===== config.mk =====
export PLATFORM = sky130hd
export DESIGN_NAME = at_reply_line_framer
export DESIGN_NICKNAME = d
export VERILOG_FILES = /design/src/rtl/arf_pkg.sv /design/src/rtl/arf_step.sv /design/src/rtl/at_reply_line_framer.sv
export VERILOG_INCLUDE_DIRS = /design/src /design/src/rtl
export SDC_FILE = /design/constraint.sdc
export NUM_CORES = 2
export LEC_CHECK = 0
export BUFFER_PORTS_ARGS = -buffer_cell sky130_fd_sc_hd__buf_4
export CORE_ASPECT_RATIO = 1.1
export CORE_MARGIN = 3
export CORE_UTILIZATION = 60
export CTS_CLUSTER_SIZE = 28
export DETAILED_ROUTE_END_ITERATION = 6
export PLACE_DENSITY = 0.75
export SETUP_SLACK_MARGIN = 0.15
export SLEW_MARGIN = 20
export SYNTH_ARGS = -nofsm -noshare
export SYNTH_HDL_FRONTEND = slang
export SYNTH_SLANG_ARGS = --single-unit

===== constraint.sdc =====
create_clock -name clk_i -period 9.1 [get_ports clk_i]
set_clock_uncertainty 0.2 [all_clocks]
set_input_delay 0.91 -clock clk_i [delete_from_list [all_inputs] [get_ports clk_i]]
set_output_delay 0.91 -clock clk_i [all_outputs]
set_load 0.005 [all_outputs]

===== src/rtl/at_reply_line_framer_macros.svh =====
// Assertion macros shared by the framer RTL.
// Each macro samples on clk_i and is disabled while rst_ni is low.
`ifndef AT_REPLY_LINE_FRAMER_MACROS_SVH
`define AT_REPLY_LINE_FRAMER_MACROS_SVH
`ifndef NO_ASSERTIONS
`define ARF_ASSERT_IMP(label, ante, cons) \
  label: assert property (@(posedge clk_i) disable iff (!rst_ni) (ante) |-> (cons)) \
    else $error("assertion failed");
`define ARF_ASSERT_NXT(label, ante, cons) \
  label: assert property (@(posedge clk_i) disable iff (!rst_ni) (ante) |=> (cons)) \
    else $error("assertion failed");
`else
`define ARF_ASSERT_IMP(label, ante, cons)
`define ARF_ASSERT_NXT(label, ante, cons)
`endif
`endif


===== src/rtl/arf_pkg.sv =====
package arf_pkg;

  // Parser phase of the current line.
  typedef enum logic [3:0] {
    PH_START, PH_TEXT, PH_NAME, PH_VALUE, PH_FIELDS,
    PH_PAYLOAD, PH_TRAIL1, PH_TRAIL2, PH_SKIP
  } phase_e;

  // Result kinds.
  localparam logic [2:0] K_TEXT  = 3'd0;
  localparam logic [2:0] K_NAME  = 3'd1;
  localparam logic [2:0] K_VALUE = 3'd2;
  localparam logic [2:0] K_PAY   = 3'd3;
  localparam logic [2:0] K_END   = 3'd4;

  // Line classes.
  localparam logic [3:0] CL_REPLY     = 4'd0;
  localparam logic [3:0] CL_URC       = 4'd1;
  localparam logic [3:0] CL_DONE      = 4'd2;
  localparam logic [3:0] CL_ERROR     = 4'd3;
  localparam logic [3:0] CL_IGNORED   = 4'd4;
  localparam logic [3:0] CL_HEADER    = 4'd5;
  localparam logic [3:0] CL_CONTENT   = 4'd6;
  localparam logic [3:0] CL_PROMPT    = 4'd7;
  localparam logic [3:0] CL_MALFORMED = 4'd8;
  localparam logic [3:0] CL_OVERFLOW  = 4'd9;

  // Characters.
  localparam logic [7:0] CH_CR    = 8'h0D;
  localparam logic [7:0] CH_LF    = 8'h0A;
  localparam logic [7:0] CH_COMMA = 8'h2C;
  localparam logic [7:0] CH_COLON = 8'h3A;
  localparam logic [7:0] CH_SPACE = 8'h20;
  localparam logic [7:0] CH_PLUS  = 8'h2B;
  localparam logic [7:0] CH_GT    = 8'h3E;
  localparam logic [7:0] CH_E0    = 8'hE0;
  localparam logic [7:0] CH_D0    = 8'h30;
  localparam logic [7:0] CH_D9    = 8'h39;

  localparam logic [8*2-1:0]  S_OK  = "OK";
  localparam logic [8*5-1:0]  S_ERR = "ERROR";
  localparam logic [8*10-1:0] S_CME = "+CME ERROR";
  localparam logic [8*19-1:0] S_HDR = "+MHTTPURC: \"header\"";
  localparam logic [8*20-1:0] S_CNT = "+MHTTPURC: \"content\"";

  // Per-line control state.
  typedef struct packed {
    phase_e     phase;
    logic [4:0] pos;
    logic [3:0] pm;
    logic       pret;
    logic       pcol;
    logic [3:0] argc;
  } ctl_t;

  // One result item.
  typedef struct packed {
    logic [2:0]  kind;
    logic [7:0]  data;
    logic [3:0]  arg;
    logic [3:0]  cls;
    logic [31:0] n0;
    logic [31:0] n1;
    logic [31:0] n2;
    logic [31:0] n3;
    logic        last;
  } res_t;

  function automatic logic ok_at(input logic [4:0] i, input logic [7:0] b);
    logic [4:0] j;
    j = (i < 5'd2) ? i : 5'd0;
    return (i < 5'd2) && (S_OK[8*(1-int'(j)) +: 8] == b);
  endfunction

  function automatic logic err_at(input logic [4:0] i, input logic [7:0] b);
    logic [4:0] j;
    j = (i < 5'd5) ? i : 5'd0;
    return (i < 5'd5) && (S_ERR[8*(4-int'(j)) +: 8] == b);
  endfunction

  function automatic logic cme_at(input logic [4:0] i, input logic [7:0] b);
    logic [4:0] j;
    j = (i < 5'd10) ? i : 5'd0;
    return (i < 5'd10) && (S_CME[8*(9-int'(j)) +: 8] == b);
  endfunction

  function automatic logic hdr_at(input logic [4:0] i, input logic [7:0] b);
    logic [4:0] j;
    j = (i < 5'd19) ? i : 5'd0;
    return (i < 5'd19) && (S_HDR[8*(18-int'(j)) +: 8] == b);
  endfunction

  function automatic logic cnt_at(input logic [4:0] i, input logic [7:0] b);
    logic [4:0] j;
    j = (i < 5'd20) ? i : 5'd0;
    return (i < 5'd20) && (S_CNT[8*(19-int'(j)) +: 8] == b);
  endfunction

  // Advances the prefix matchers by one byte of the line.
  function automatic ctl_t consume(input ctl_t c, input logic [7:0] b);
    ctl_t o;
    o = c;
    if (c.phase == PH_TEXT) begin
      if (!ok_at(c.pos, b)) o.pm[0] = 1'b0;
      if (!err_at(c.pos, b)) o.pm[1] = 1'b0;
    end else begin
      if (c.phase == PH_NAME && !cme_at(c.pos, b)) o.pm[0] = 1'b0;
      if (!hdr_at(c.pos, b)) o.pm[2] = 1'b0;
      if (!cnt_at(c.pos, b)) o.pm[3] = 1'b0;
    end
    if (c.pos != 5'd31) o.pos = c.pos + 5'd1;
    return o;
  endfunction

endpackage


===== src/rtl/arf_step.sv =====
module arf_step #(
  parameter int NW = 32
) (
  input  arf_pkg::ctl_t     ctl_i,
  input  logic [3:0][NW-1:0] nums_i,
  input  logic [NW-1:0]     prem_i,
  input  logic              binary_mode_i,
  input  logic              mode_i,
  input  logic [7:0]        rx_byte_i,
  input  logic              awaiting_reply_i,
  output arf_pkg::ctl_t     ctl_o,
  output logic [3:0][NW-1:0] nums_o,
  output logic [NW-1:0]     prem_o,
  output arf_pkg::res_t     res0_o,
  output arf_pkg::res_t     res1_o,
  output logic [1:0]        nres_o
);

  localparam logic [NW+3:0] MaxVal = {4'd0, {NW{1'b1}}};

  typedef struct packed {
    arf_pkg::ctl_t     c;
    logic [3:0][NW-1:0] n;
    logic [NW-1:0]     prem;
  } w_t;

  // Decimal accumulate with saturation; shifts and adds stand in for the x10.
  function automatic logic [NW-1:0] sat_digit(input logic [NW-1:0] v,
                                              input logic [7:0] b);
    logic [NW+3:0] t;
    t = {1'b0, v, 3'b000} + {3'b000, v, 1'b0} +
        {{(NW){1'b0}}, 4'(b - arf_pkg::CH_D0)};
    return (t > MaxVal) ? {NW{1'b1}} : t[NW-1:0];
  endfunction

  function automatic logic is_digit(input logic [7:0] b);
    return (b >= arf_pkg::CH_D0) && (b <= arf_pkg::CH_D9);
  endfunction

  function automatic arf_pkg::res_t mk(input logic [2:0] k, input logic [7:0] d,
                                        input logic [3:0] a, input logic [3:0] cl);
    arf_pkg::res_t r;
    r = '0;
    r.kind = k;
    r.data = d;
    r.arg  = a;
    r.cls  = cl;
    return r;
  endfunction

  function automatic w_t clear_line(input w_t w);
    w_t o;
    o = w;
    o.c.pos  = '0;
    o.c.pm   = 4'hF;
    o.c.pret = 1'b0;
    o.c.pcol = 1'b0;
    o.c.argc = '0;
    o.n      = '0;
    o.prem   = '0;
    return o;
  endfunction

  // One content byte of a text, name or value line.
  function automatic void content(input w_t w, input logic [7:0] b, input logic bm,
                                  output w_t wo, output arf_pkg::res_t r,
                                  output logic e);
    wo = w;
    r  = '0;
    e  = 1'b0;
    if (w.c.phase == arf_pkg::PH_TEXT) begin
      e = 1'b1;
      r = mk(arf_pkg::K_TEXT, b, 4'd0, arf_pkg::CL_REPLY);
      wo.c = arf_pkg::consume(wo.c, b);
    end else if (w.c.phase == arf_pkg::PH_NAME) begin
      e = 1'b1;
      r = mk(arf_pkg::K_NAME, b, 4'd0, arf_pkg::CL_REPLY);
      wo.c = arf_pkg::consume(wo.c, b);
    end else begin
      if (b == arf_pkg::CH_COMMA) begin
        if (wo.c.argc != 4'd15) wo.c.argc = wo.c.argc + 4'd1;
      end else begin
        e = 1'b1;
        r = mk(arf_pkg::K_VALUE, b, wo.c.argc, arf_pkg::CL_REPLY);
        if (wo.c.pm[0] && wo.c.argc == 4'd0) begin
          if (is_digit(b) && wo.n[2] == '0) begin
            if (wo.n[1] < NW'(10)) wo.n[1] = wo.n[1] + NW'(1);
            wo.n[0] = sat_digit(wo.n[0], b);
          end else begin
            wo.n[2] = NW'(1);
          end
        end
      end
      wo.c = arf_pkg::consume(wo.c, b);
      if (bm && ((wo.c.pos == 5'd19 && wo.c.pm[2]) ||
                 (wo.c.pos == 5'd20 && wo.c.pm[3]))) begin
        wo.c.phase = arf_pkg::PH_FIELDS;
        wo.c.argc  = '0;
        wo.c.pos   = '0;
        wo.n       = '0;
      end
    end
  endfunction

  // Line end: classify, clear and return to line start.
  function automatic void finish_line(input w_t w, output w_t wo,
                                      output arf_pkg::res_t r);
    logic [3:0]    cl;
    logic [NW-1:0] code;
    code = '0;
    if (w.c.phase == arf_pkg::PH_TEXT) begin
      if (w.c.pos == 5'd0) cl = arf_pkg::CL_IGNORED;
      else if (w.c.pm[0] && w.c.pos == 5'd2) cl = arf_pkg::CL_DONE;
      else if (w.c.pm[1] && w.c.pos == 5'd5) cl = arf_pkg::CL_ERROR;
      else if (w.c.pm[3]) cl = arf_pkg::CL_IGNORED;
      else cl = arf_pkg::CL_REPLY;
    end else if (w.c.phase == arf_pkg::PH_NAME) begin
      if (w.c.pos <= 5'd1) cl = arf_pkg::CL_IGNORED;
      else if (w.c.pm[0] && w.c.pos == 5'd10) cl = arf_pkg::CL_ERROR;
      else cl = arf_pkg::CL_URC;
    end else begin
      if (w.c.pm[1]) cl = arf_pkg::CL_IGNORED;
      else if (w.c.pm[0]) begin
        cl = arf_pkg::CL_ERROR;
        if (w.n[2] == '0 && w.n[1] >= NW'(1) && w.n[1] <= NW'(9)) code = w.n[0];
      end else cl = arf_pkg::CL_URC;
    end
    r = mk(arf_pkg::K_END, 8'd0, 4'd0, cl);
    r.n0 = 32'(code);
    wo = clear_line(w);
    wo.c.phase = arf_pkg::PH_START;
  endfunction

  // Byte of a text, name or value line, with CR and colon lookahead.
  function automatic void line_byte(input w_t w, input logic [7:0] b, input logic bm,
                                    output w_t wo,
                                    output arf_pkg::res_t r0, output logic e0,
                                    output arf_pkg::res_t r1, output logic e1);
    logic done;
    logic cme;
    logic empty;
    logic [3:0] m;
    wo = w;
    r0 = '0;
    r1 = '0;
    e0 = 1'b0;
    e1 = 1'b0;
    done = 1'b0;
    if (wo.c.pret) begin
      wo.c.pret = 1'b0;
      if (b == arf_pkg::CH_LF) begin
        finish_line(wo, wo, r0);
        e0 = 1'b1;
        done = 1'b1;
      end else begin
        content(wo, arf_pkg::CH_CR, bm, wo, r0, e0);
      end
    end
    if (!done && wo.c.phase == arf_pkg::PH_NAME && wo.c.pcol) begin
      wo.c.pcol = 1'b0;
      if (b == arf_pkg::CH_SPACE) begin
        cme   = wo.c.pm[0] && wo.c.pos == 5'd10;
        empty = wo.c.pos == 5'd1;
        wo.c  = arf_pkg::consume(wo.c, arf_pkg::CH_COLON);
        wo.c  = arf_pkg::consume(wo.c, arf_pkg::CH_SPACE);
        wo.c.phase = arf_pkg::PH_VALUE;
        wo.c.argc  = '0;
        m = wo.c.pm & 4'hC;
        m[0] = cme;
        m[1] = empty;
        wo.c.pm = m;
        done = 1'b1;
      end else begin
        content(wo, arf_pkg::CH_COLON, bm, wo, r0, e0);
      end
    end
    if (!done) begin
      if (b == arf_pkg::CH_CR) wo.c.pret = 1'b1;
      else if (wo.c.phase == arf_pkg::PH_NAME && b == arf_pkg::CH_COLON) wo.c.pcol = 1'b1;
      else content(wo, b, bm, wo, r1, e1);
    end
  endfunction

  w_t            w;
  arf_pkg::res_t r0;
  arf_pkg::res_t r1;
  logic          e0;
  logic          e1;
  logic          hdr;
  logic [3:0]    nf;
  logic [1:0]    fi;

  // Next state and results for one accepted item.
  always_comb begin
    w.c    = ctl_i;
    w.n    = nums_i;
    w.prem = prem_i;
    r0 = '0;
    r1 = '0;
    e0 = 1'b0;
    e1 = 1'b0;
    hdr = w.c.pm[2];
    nf  = hdr ? 4'd3 : 4'd4;
    fi  = w.c.argc[1:0] - 2'd1;
    if (mode_i) begin
      w = clear_line(w);
      w.c.phase = arf_pkg::PH_START;
      r0 = mk(arf_pkg::K_END, 8'd0, 4'd0, arf_pkg::CL_OVERFLOW);
      e0 = 1'b1;
    end else begin
      unique case (w.c.phase)
        arf_pkg::PH_START: begin
          if (awaiting_reply_i && rx_byte_i == arf_pkg::CH_GT) begin
            r0 = mk(arf_pkg::K_END, 8'd0, 4'd0, arf_pkg::CL_PROMPT);
            e0 = 1'b1;
          end else begin
            w = clear_line(w);
            if (rx_byte_i == arf_pkg::CH_PLUS) begin
              w.c.phase = arf_pkg::PH_NAME;
              w.c = arf_pkg::consume(w.c, rx_byte_i);
            end else begin
              w.c.phase = arf_pkg::PH_TEXT;
              if (rx_byte_i != arf_pkg::CH_E0) w.c.pm[3] = 1'b0;
              line_byte(w, rx_byte_i, binary_mode_i, w, r0, e0, r1, e1);
            end
          end
        end
        arf_pkg::PH_TEXT, arf_pkg::PH_NAME, arf_pkg::PH_VALUE: begin
          line_byte(w, rx_byte_i, binary_mode_i, w, r0, e0, r1, e1);
        end
        arf_pkg::PH_FIELDS: begin
          if (w.c.argc == 4'd0) begin
            if (rx_byte_i == arf_pkg::CH_COMMA) begin
              w.c.argc = 4'd1;
              w.c.pos  = '0;
            end else begin
              w.c.phase = arf_pkg::PH_SKIP;
              w.c.pret  = rx_byte_i == arf_pkg::CH_CR;
            end
          end else if (is_digit(rx_byte_i)) begin
            w.n[fi] = sat_digit(w.n[fi], rx_byte_i);
            if (w.c.pos != 5'd31) w.c.pos = w.c.pos + 5'd1;
            r0 = mk(arf_pkg::K_VALUE, rx_byte_i, w.c.argc, arf_pkg::CL_REPLY);
            e0 = 1'b1;
          end else if (w.c.pos == 5'd0 ||
                       (w.c.argc < nf && rx_byte_i != arf_pkg::CH_COMMA) ||
                       (w.c.argc >= nf && hdr && rx_byte_i != arf_pkg::CH_COMMA) ||
                       (w.c.argc >= nf && !hdr && w.n[3] != '0 &&
                        rx_byte_i != arf_pkg::CH_COMMA)) begin
            // Missing digit or separator.
            w.c.phase = arf_pkg::PH_SKIP;
            w.c.pret  = rx_byte_i == arf_pkg::CH_CR;
          end else if (w.c.argc < nf) begin
            w.c.argc = w.c.argc + 4'd1;
            w.c.pos  = '0;
          end else if (hdr) begin
            w.c.argc  = 4'd4;
            w.prem    = w.n[2];
            w.c.phase = (w.n[2] != '0) ? arf_pkg::PH_PAYLOAD : arf_pkg::PH_TRAIL1;
          end else if (w.n[3] == '0) begin
            w.c.phase = arf_pkg::PH_TRAIL2;
          end else begin
            w.c.argc  = 4'd5;
            w.prem    = w.n[3];
            w.c.phase = arf_pkg::PH_PAYLOAD;
          end
        end
        arf_pkg::PH_PAYLOAD: begin
          r0 = mk(arf_pkg::K_PAY, rx_byte_i, w.c.argc, arf_pkg::CL_REPLY);
          e0 = 1'b1;
          w.prem = w.prem - NW'(1);
          if (w.prem == '0) w.c.phase = arf_pkg::PH_TRAIL1;
        end
        arf_pkg::PH_TRAIL1: begin
          w.c.phase = arf_pkg::PH_TRAIL2;
        end
        arf_pkg::PH_TRAIL2: begin
          r0 = mk(arf_pkg::K_END, 8'd0, 4'd0,
                  w.c.pm[2] ? arf_pkg::CL_HEADER : arf_pkg::CL_CONTENT);
          r0.n0 = 32'(w.n[0]);
          r0.n1 = 32'(w.n[1]);
          r0.n2 = 32'(w.n[2]);
          r0.n3 = 32'(w.n[3]);
          e0 = 1'b1;
          w = clear_line(w);
          w.c.phase = arf_pkg::PH_START;
        end
        arf_pkg::PH_SKIP: begin
          if (rx_byte_i == arf_pkg::CH_LF && w.c.pret) begin
            r0 = mk(arf_pkg::K_END, 8'd0, 4'd0, arf_pkg::CL_MALFORMED);
            e0 = 1'b1;
            w = clear_line(w);
            w.c.phase = arf_pkg::PH_START;
          end else begin
            w.c.pret = rx_byte_i == arf_pkg::CH_CR;
          end
        end
        default: begin
          w = clear_line(w);
          w.c.phase = arf_pkg::PH_START;
        end
      endcase
    end
  end

  // Pack the results to the front and mark the last one.
  always_comb begin
    ctl_o  = w.c;
    nums_o = w.n;
    prem_o = w.prem;
    res0_o = e0 ? r0 : r1;
    res1_o = r1;
    nres_o = {1'b0, e0} + {1'b0, e1};
    res0_o.last = !(e0 && e1);
    res1_o.last = 1'b1;
  end

endmodule


===== src/rtl/at_reply_line_framer.sv =====
// AT reply line framer: takes one modem reply byte (or an overflow event) per
// transfer and produces tagged byte results and one record-end result per line.
// An input transfer is taken in the cycle it is offered as long as the result
// queue (four entries) has room for two results; each input yields zero to two
// results, and results leave at one per cycle while out_stall_i is low, so the
// sustained rate is one input per cycle while inputs average at most one result
// each. Results are registered in the queue and reach the output in the cycle
// after their input at earliest, later if older results wait. The user must write
// binary_mode via cfg_we_i/cfg_wdata_i only while the block is idle (unenforced).
module at_reply_line_framer #(
  parameter int NUMBER_WIDTH = 32
) (
  input  logic        clk_i,
  input  logic        rst_ni,
  input  logic        cfg_we_i,
  input  logic        cfg_wdata_i,
  input  logic        in_valid_i,
  output logic        in_stall_o,
  input  logic        mode_i,
  input  logic [7:0]  rx_byte_i,
  input  logic        awaiting_reply_i,
  output logic        out_valid_o,
  input  logic        out_stall_i,
  output logic [2:0]  kind_o,
  output logic [7:0]  data_o,
  output logic [3:0]  arg_index_o,
  output logic [3:0]  line_class_o,
  output logic [31:0] first_number_o,
  output logic [31:0] second_number_o,
  output logic [31:0] third_number_o,
  output logic [31:0] fourth_number_o,
  output logic        last_o
);

`include "at_reply_line_framer_macros.svh"

  logic                         binary_mode_q;
  arf_pkg::ctl_t                ctl_q;
  arf_pkg::ctl_t                ctl_d;
  logic [3:0][NUMBER_WIDTH-1:0] nums_q;
  logic [3:0][NUMBER_WIDTH-1:0] nums_d;
  logic [NUMBER_WIDTH-1:0]      prem_q;
  logic [NUMBER_WIDTH-1:0]      prem_d;
  arf_pkg::res_t                res0;
  arf_pkg::res_t                res1;
  logic [1:0]                   nres;
  arf_pkg::res_t                fifo_q [4];
  logic [1:0]                   wp_q;
  logic [1:0]                   rp_q;
  logic [2:0]                   cnt_q;
  logic                         in_acc;
  logic                         out_acc;
  arf_pkg::res_t                head;

  arf_step #(
    .NW(NUMBER_WIDTH)
  ) u_step (
    .ctl_i           (ctl_q),
    .nums_i          (nums_q),
    .prem_i          (prem_q),
    .binary_mode_i   (binary_mode_q),
    .mode_i          (mode_i),
    .rx_byte_i       (rx_byte_i),
    .awaiting_reply_i(awaiting_reply_i),
    .ctl_o           (ctl_d),
    .nums_o          (nums_d),
    .prem_o          (prem_d),
    .res0_o          (res0),
    .res1_o          (res1),
    .nres_o          (nres)
  );

  // Handshakes.
  assign in_stall_o  = cnt_q > 3'd2;
  assign in_acc      = in_valid_i && !in_stall_o;
  assign out_valid_o = cnt_q != 3'd0;
  assign out_acc     = out_valid_o && !out_stall_i;

  // Configuration register.
  always_ff @(posedge clk_i or negedge rst_ni) begin
    if (!rst_ni) begin
      binary_mode_q <= 1'b0;
    end else if (cfg_we_i) begin
      binary_mode_q <= cfg_wdata_i;
    end
  end

  // Line state, updated on every input transfer.
  always_ff @(posedge clk_i or negedge rst_ni) begin
    if (!rst_ni) begin
      ctl_q.phase <= arf_pkg::PH_START;
      ctl_q.pos   <= '0;
      ctl_q.pm    <= 4'hF;
      ctl_q.pret  <= 1'b0;
      ctl_q.pcol  <= 1'b0;
      ctl_q.argc  <= '0;
      nums_q      <= '0;
      prem_q      <= '0;
    end else if (in_acc) begin
      ctl_q  <= ctl_d;
      nums_q <= nums_d;
      prem_q <= prem_d;
    end
  end

  // Result queue storage.
  always_ff @(posedge clk_i) begin
    if (in_acc && nres != 2'd0) begin
      fifo_q[wp_q] <= res0;
    end
    if (in_acc && nres == 2'd2) begin
      fifo_q[wp_q + 2'd1] <= res1;
    end
  end

  // Result queue pointers and fill count.
  always_ff @(posedge clk_i or negedge rst_ni) begin
    if (!rst_ni) begin
      wp_q  <= '0;
      rp_q  <= '0;
      cnt_q <= '0;
    end else begin
      if (in_acc) wp_q <= wp_q + nres;
      if (out_acc) rp_q <= rp_q + 2'd1;
      cnt_q <= cnt_q + (in_acc ? {1'b0, nres} : 3'd0) - {2'd0, out_acc};
    end
  end

  // Head of the queue drives the result ports.
  assign head            = fifo_q[rp_q];
  assign kind_o          = head.kind;
  assign data_o          = head.data;
  assign arg_index_o     = head.arg;
  assign line_class_o    = head.cls;
  assign first_number_o  = head.n0;
  assign second_number_o = head.n1;
  assign third_number_o  = head.n2;
  assign fourth_number_o = head.n3;
  assign last_o          = head.last;

  // The queue never takes an input without room for two results.
  `ARF_ASSERT_IMP(a_room, in_acc, cnt_q <= 3'd2)
  // An overflow event yields exactly one result.
  `ARF_ASSERT_IMP(a_ovf_one, in_acc && mode_i, nres == 2'd1)
  // After an overflow event the parser is back at line start.
  `ARF_ASSERT_NXT(a_ovf_start, in_acc && mode_i, ctl_q.phase == arf_pkg::PH_START)

endmodule


# == After elaboration in Yosys (flattened, before gate mapping) ==
# Memories as Yosys holds them, arrays and structs flattened.
# Index checks and enable logic that the tools add are counted.
# W data, S select, Z words.
# totals
mem_count,1
elab_cells,539
register_bits,187
ram_bits,592
input_bits,16
out_inout_bits,150
# mem_list
name,words,word_bits,rd,rd_ports_with_merged_regs,write_ports,line_no,source
fifo_q,4,148,1,0,2,at_reply_line_framer.sv:47,arf_pkg::res_t fifo_q [4];
# classes
mux,265
n_eq_ne,79
shifts,17
n_lt_le_gt_ge,30
addsub,37
n_reduce_logical,95
# op_table
operator,n
$mux W148,18
$mux W179,10
$mux W132,10
$mux W128,7
$pmux W148 S6,1
$mux W147,5
$pmux W132 S5,1
$shiftx A160 B32 Y8 const A,4
$shiftx A152 B32 Y8 const A,4
$mux W32,18
$mux W165,2
$mux W160,2
$pmux W148 S2,1
$mux W5,49
$shiftx A80 B32 Y8 const A,3
$mux W96,2
$pmux W32 S6,1
$mux W164,1
$mux W145,1
$mux W19,7
$bwmux W128,1
$logic_not A32 Y1,4
$eq A8 B6 Y1 const B,12
$mux W4,22
other kinds (96),337

# == Longest topological paths before layout ==
# depth
word_depth,78
mapped_depth,42
mapped_depth_nobuf,35

# == Modules after synthesis ==
# Synthesis repeated with hierarchy kept, for this count alone.
# unflattened
hier_cells,4486
hier_area_um2,52574.2
# by_module_without_submodules
mod,seq_area_each_um2,instances,area_each_um2,cells_per_inst
at_reply_line_framer,22461.5,1,35616.7,1868
arf_step,0.0,1,16957.5,2618

# == Least setup slack after synthesis ==
# OpenSTA, ideal clock, no wires.
# synth_path
path_type,input -> register
startpoint,input port rx_byte_i[7]
endpoint,register nums_q[11] (netlist bit)
slack_ns,0.638
t_arrival_ns,8.136
required_ns,8.774
cell_stages,40
setup_time_ns,0.126
path_buffers,6
cell_sequence,clkbuf_1 > or4_4 > nor2_4 > o21ai_1 > nand2_1 > o31a_1 > inv_2 > ha_1 > clkbuf_1 > nand2_1 > a211oi_1 > a21oi_1 > nor2_1 > nor2_1 > a21oi_1 > ha_1 > nand3_1 > nor4_1 > (+4 left out) > o21ai_1 > nand2_1 > inv_1 > ha_1 > clkbuf_1 > inv_1 > a21oi_1 > or2_0 > clkbuf_1 > a21oi_1 > a211o_1 > a31oi_1 > o2111ai_2 > a2111oi_4 > or2_4 > buf_2 > o21ai_1 > a221o_1
# synth_via
elab_chain_len,60
word_cells_on_any_way,188
cone_classes,add/sub (13); order compare (11); eq/ne (29); shift (8); mux (94); reduce/logical (33)
# synth_rtl
item,line_no,source
from (decl),at_reply_line_framer.sv:20,"input logic [7:0] rx_byte_i,"
$eq A8 B4 Y1,"arf_step.sv:151, arf_step.sv:289",
$mux W179,arf_step.sv:151,if (b == arf_pkg::CH_LF) begin
$mux W179,arf_step.sv:149,if (wo.c.pret) begin
$mux W179,arf_step.sv:211,unique case (w.c.phase)
$mux W179,arf_step.sv:205,if (mode_i) begin
"$lt A5 B5 Y1, on equally long branches",-,
"$mux W5, on equally long branches","arf_pkg.sv:95, arf_pkg.sv:89",
"$sub A5 B5 Y6, on equally long branches","arf_pkg.sv:96, arf_pkg.sv:90",
(+44 left out),-,
$mux W132,arf_step.sv:205,
$mux W128,arf_step.sv:75,end else if (w.c.phase == arf_pkg::PH_NAME) begin
$mux W128,arf_step.sv:71,if (w.c.phase == arf_pkg::PH_TEXT) begin
$mux W164,arf_step.sv:179,else if (wo.c.phase == arf_pkg::PH_NAME && b == arf_pkg::CH_COLON) wo.c.pcol = 1'b1;
$mux W165,arf_step.sv:178,if (b == arf_pkg::CH_CR) wo.c.pret = 1'b1;
$mux W179,arf_step.sv:177,if (!done) begin
$pmux W132 S5,arf_step.sv:211,
$mux W179,arf_step.sv:205,
to (signal assigned),at_reply_line_framer.sv:101,nums_q <= nums_d;
to (decl),at_reply_line_framer.sv:40,logic [3:0][NUMBER_WIDTH-1:0] nums_q;
# Several ways; a longest one is shown, not always the timed one. The select of a mux whose other input is x is not followed.
# A chain may end at the register's enable or synchronous reset.

# == Worst setup path in the final report ==
# layout_path
startpoint,input port rx_byte_i[4]
endpoint,register nums_q[8] (netlist bit)
# The elaborated chain is that of the path after synthesis.

==> impl_metrics.py <==
metrics = {
    "timing": {
        "min_period_ns": 8.37,
        "finalHoldViolCount": 0,
        "grt_setup_unrepaired": "false",
        "worst_pin_slew_ns": 1.39,
        "tns_ns": 0,
        "slew_viol_final": 0,
        "fin_crit_sh_pct": 91.9,
        "setup_violations": 0,
        "hold-worst-slack_ns": 0.179,
        "fmax_mhz": 120,
        "relSlewSlack_pct": 6.44,
    },
    "synth": {
        "synthFlopType": "dfxtp_1",
        "synth_seq_cells": 779,
        "synth_xor_area_share_pct": 1.78,
        "synth_top_family_by_area": "compound AO/OA/AOI/OAI gates",
        "async_reset_ff_share_pct": 24.0,
        "synth.avg_cell_area_sq_um": 9.89,
        "synthCells": 4263,
        "synth-edff-count": 56,
        "synth_fa_ha_area_share_pct": 5.07,
        "synth_seq_area_share_pct": 40.5,
        "yosysWarnings": 0,
        "synth_cell_types": 108,
        "synthSimpleGateAreaFrac_pct": 12.0,
        "synth_compound_area_share_pct": 25.4,
        "synthMuxAreaShare_pct": 10.7,
        "synth_area_sq_um": 42200,
    },
    "cts": {
        "clock-sinks": 779,
        "clock-root-buffer": "clkbuf_16",
        "insertion_delay_ns": 0.66,
        "cts_tree": "yes",
        "cts.path.max_buffers": 3,
        "ctsHoldBuffers": 0,
        "clkTransAtPathRegs_ns": 0.06,
        "numCtsBuffers": 79,
        "htree_levels": 3,
    },
    "setup_path": {
        "crit_path_end_kind": "register",
        "worstPathMaxFanout": 26,
        "crit_path_top_delay_cell": "or4_4",
        "r2r-end": "nums_q[8]",
        "cp-start-kind": "input pin",
        "regToRegSetupSlack_ns": 0.74,
        "critPathKind": "in -> reg",
        "r2r_cells": 34,
        "cp_data_required_time_ns": 9.44,
        "slowest_delay_ns": 0.58,
        "cp.arrival_ns": 8.70,
        "worstReg2RegStart": "ctl_q[10]",
        "cpMostUsedCell": "ha_1",
    },
    "drt": {
        "ant_nets": 0,
        "drt-vias-per-instance": 7.32,
        "drtIter0Drc": 4708,
        "drc": 0,
        "first_pass_iters": 7,
        "num_vias": 37900,
        "wirelength_mm": 146,
        "avgRoutedWirePerCell_microns": 28.1,
    },
    "cells_and_area": {
        "syn2layout_area_growth_pct": 10.8,
        "drive_above_1_share_pct": 15.3,
        "nets": 4366,
        "final_util_pct": 67.4,
        "instances_no_fill": 5176,
        "nFillCells": 5508,
        "final_area_sq_um": 46700,
    },
    "floorplanning": {
        "top_level_ports": 166,
        "dieArea_sq_um": 73500,
        "dieHeight_microns": 284,
        "fp-row-count": 101,
        "core-area_sq_um": 69400,
        "die_x_microns": 259,
        "start_util_pct": 60.8,
    },
    "min_path": {
        "min_path_type": "in -> async",
    },
    "pwr": {
        "powerDensity_nw_per_um2": 235,
        "ir_drop_v": 0.000251,
        "leakage_nw": 18.2,
    },
    "global_routing": {
        "grt_overflow": 0,
        "grt_pass1_wl_mm": 220,
        "grt_usage_pct": 38.5,
        "grt_max_degree": 164,
        "grt_pass1_vias": 35800,
        "antenna_found_initial": 2,
    },
    "placed_design": {
        "dp_cells": 5027,
        "gp_congestion": 1.06,
        "hpwl_mm": 96.6,
        "io_buffers": 165,
        "place_area_sq_um": 43800,
    },
    "job": {
        "drv_cap": 0,
    },
    "status": {
        "outcome": "finished, final reports clean",
    },
}
==> layer usage <==
layer	up-vias	routed length (microns)	global-route usage, %
met5	-	0	0
met4	0	9830	20.8
met3	574	15000	7.35
met2	2348	66100	60.1
met1	18600	54800	50.8
li1	16400	-	-
==> repair_timing <==
action | 4_1_cts | 5_1_grt
gates resized for setup | 0 | 9
setup endpoints to repair | 0 | 129
buffers inserted | 0 | 0
==> logic make-up after synthesis <==
group	Yosys count
compound gates	1410
xor+xnor	85
fa+ha+maj	168
buf+inv	497
flops	779
mux	223
other cells	1
simple gates	1100
==> worst max-delay path, delay by kind of cell <==
| family | cells | cell delay (ns) |
|---|---|---|
| buf+inv | 5 | 0.77 |
| simple gates | 10 | 2.71 |
| compound gates | 14 | 3.27 |
| fa+ha+maj | 3 | 0.77 |
| xor+xnor | 1 | 0.25 |
==> registers in the layout (all words and copies together), names as in the netlist <==
name           cells
ctl_q             19
wp_q               2
prem_q            32
rp_q               2
binary_mode_q      1
nums_q           128
cnt_q              3
fifo_q           592
==> through the flow <==
step / total power [mW] / setup WS [ns]
floorplan: 6.29 / 0.638
global placement: 7.42 / 0.268
detailed placement: 7.44 / 0.0259
CTS: 10.9 / 0.591
global route: 11.4 / 0.181
finish: 11.0 / 0.734
==> Yosys cell counts, types with 28 or more instances <==
cell,count,area [sq um]
nand4_1,29,181
inv_1,75,282
xnor2_1,61,534
mux4_2,180,4050
dfrtp_1,183,4580
nor4_1,47,294
ha_1,163,2040
nand2_1,410,1540
nand3_1,72,360
a31oi_1,40,250
a32o_1,387,3870
dfxtp_1,536,10700
o2bb2ai_1,91,797
mux2i_1,36,360
a21oi_1,179,896
o22ai_1,64,400
a21o_1,28,210
clkbuf_1,305,1140
a22o_1,29,254
nor2_1,293,1100
edfxtp_1,56,1680
buf_1,85,319
nor3_1,81,405
and2_1,35,219
o21ai_0,288,1440
==> power by group <==
| part | switching, mW | total [mW] | internal, mW |
|---|---|---|---|
| Combinational | 2.38 | 3.59 | 1.21 |
| Clock | 1.45 | 3.48 | 2.03 |
| Sequential | 0.315 | 3.92 | 3.60 |
==> worst max path at each step <==
stage | from | end | slack [ns]
3_5_place_dp | rx_byte_i[4] | nums_q[80] | 0.03
6_report | rx_byte_i[4] | nums_q[8] | 0.73
2_1_floorplan | rx_byte_i[7] | nums_q[11] | 0.64
5_1_grt | ctl_q[10] | nums_q[8] | 0.18
4_1_cts | ctl_q[10] | nums_q[70] | 0.59
3_3_place_gp | rx_byte_i[4] | nums_q[81] | 0.27
==> cell usage in the layout, fill, tap and decap left out, types with 75 or more instances in the layout <==
| cell | synthesis | layout |
|---|---|---|
| nand2_1 | 410 | 408 |
| mux4_2 | 180 | 180 |
| dfxtp_1 | 536 | 536 |
| a32o_1 | 387 | 387 |
| clkbuf_16 | 0 | 83 |
| a21oi_1 | 179 | 177 |
| nor3_1 | 81 | 77 |
| buf_4 | 1 | 244 |
| nor2_1 | 293 | 285 |
| inv_1 | 75 | 75 |
| ha_1 | 163 | 163 |
| dfrtp_1 | 183 | 180 |
| o21ai_0 | 288 | 288 |
| o2bb2ai_1 | 91 | 91 |
==> area by class of cell <==
class	instances	area [sq um]	share of cell area, %
flip-flops and latches	779	17100	36.6
inverters	77	289	0.618
clock inverters	26	400	0.857
diodes	1	2.50	0.00535
clock buffers	121	2410	5.16
multi-input cells	2989	23300	49.9
repair buffers	256	2060	4.40
well taps	927	1160	2.48
Note: power is estimated with default switching activity, not from simulation.
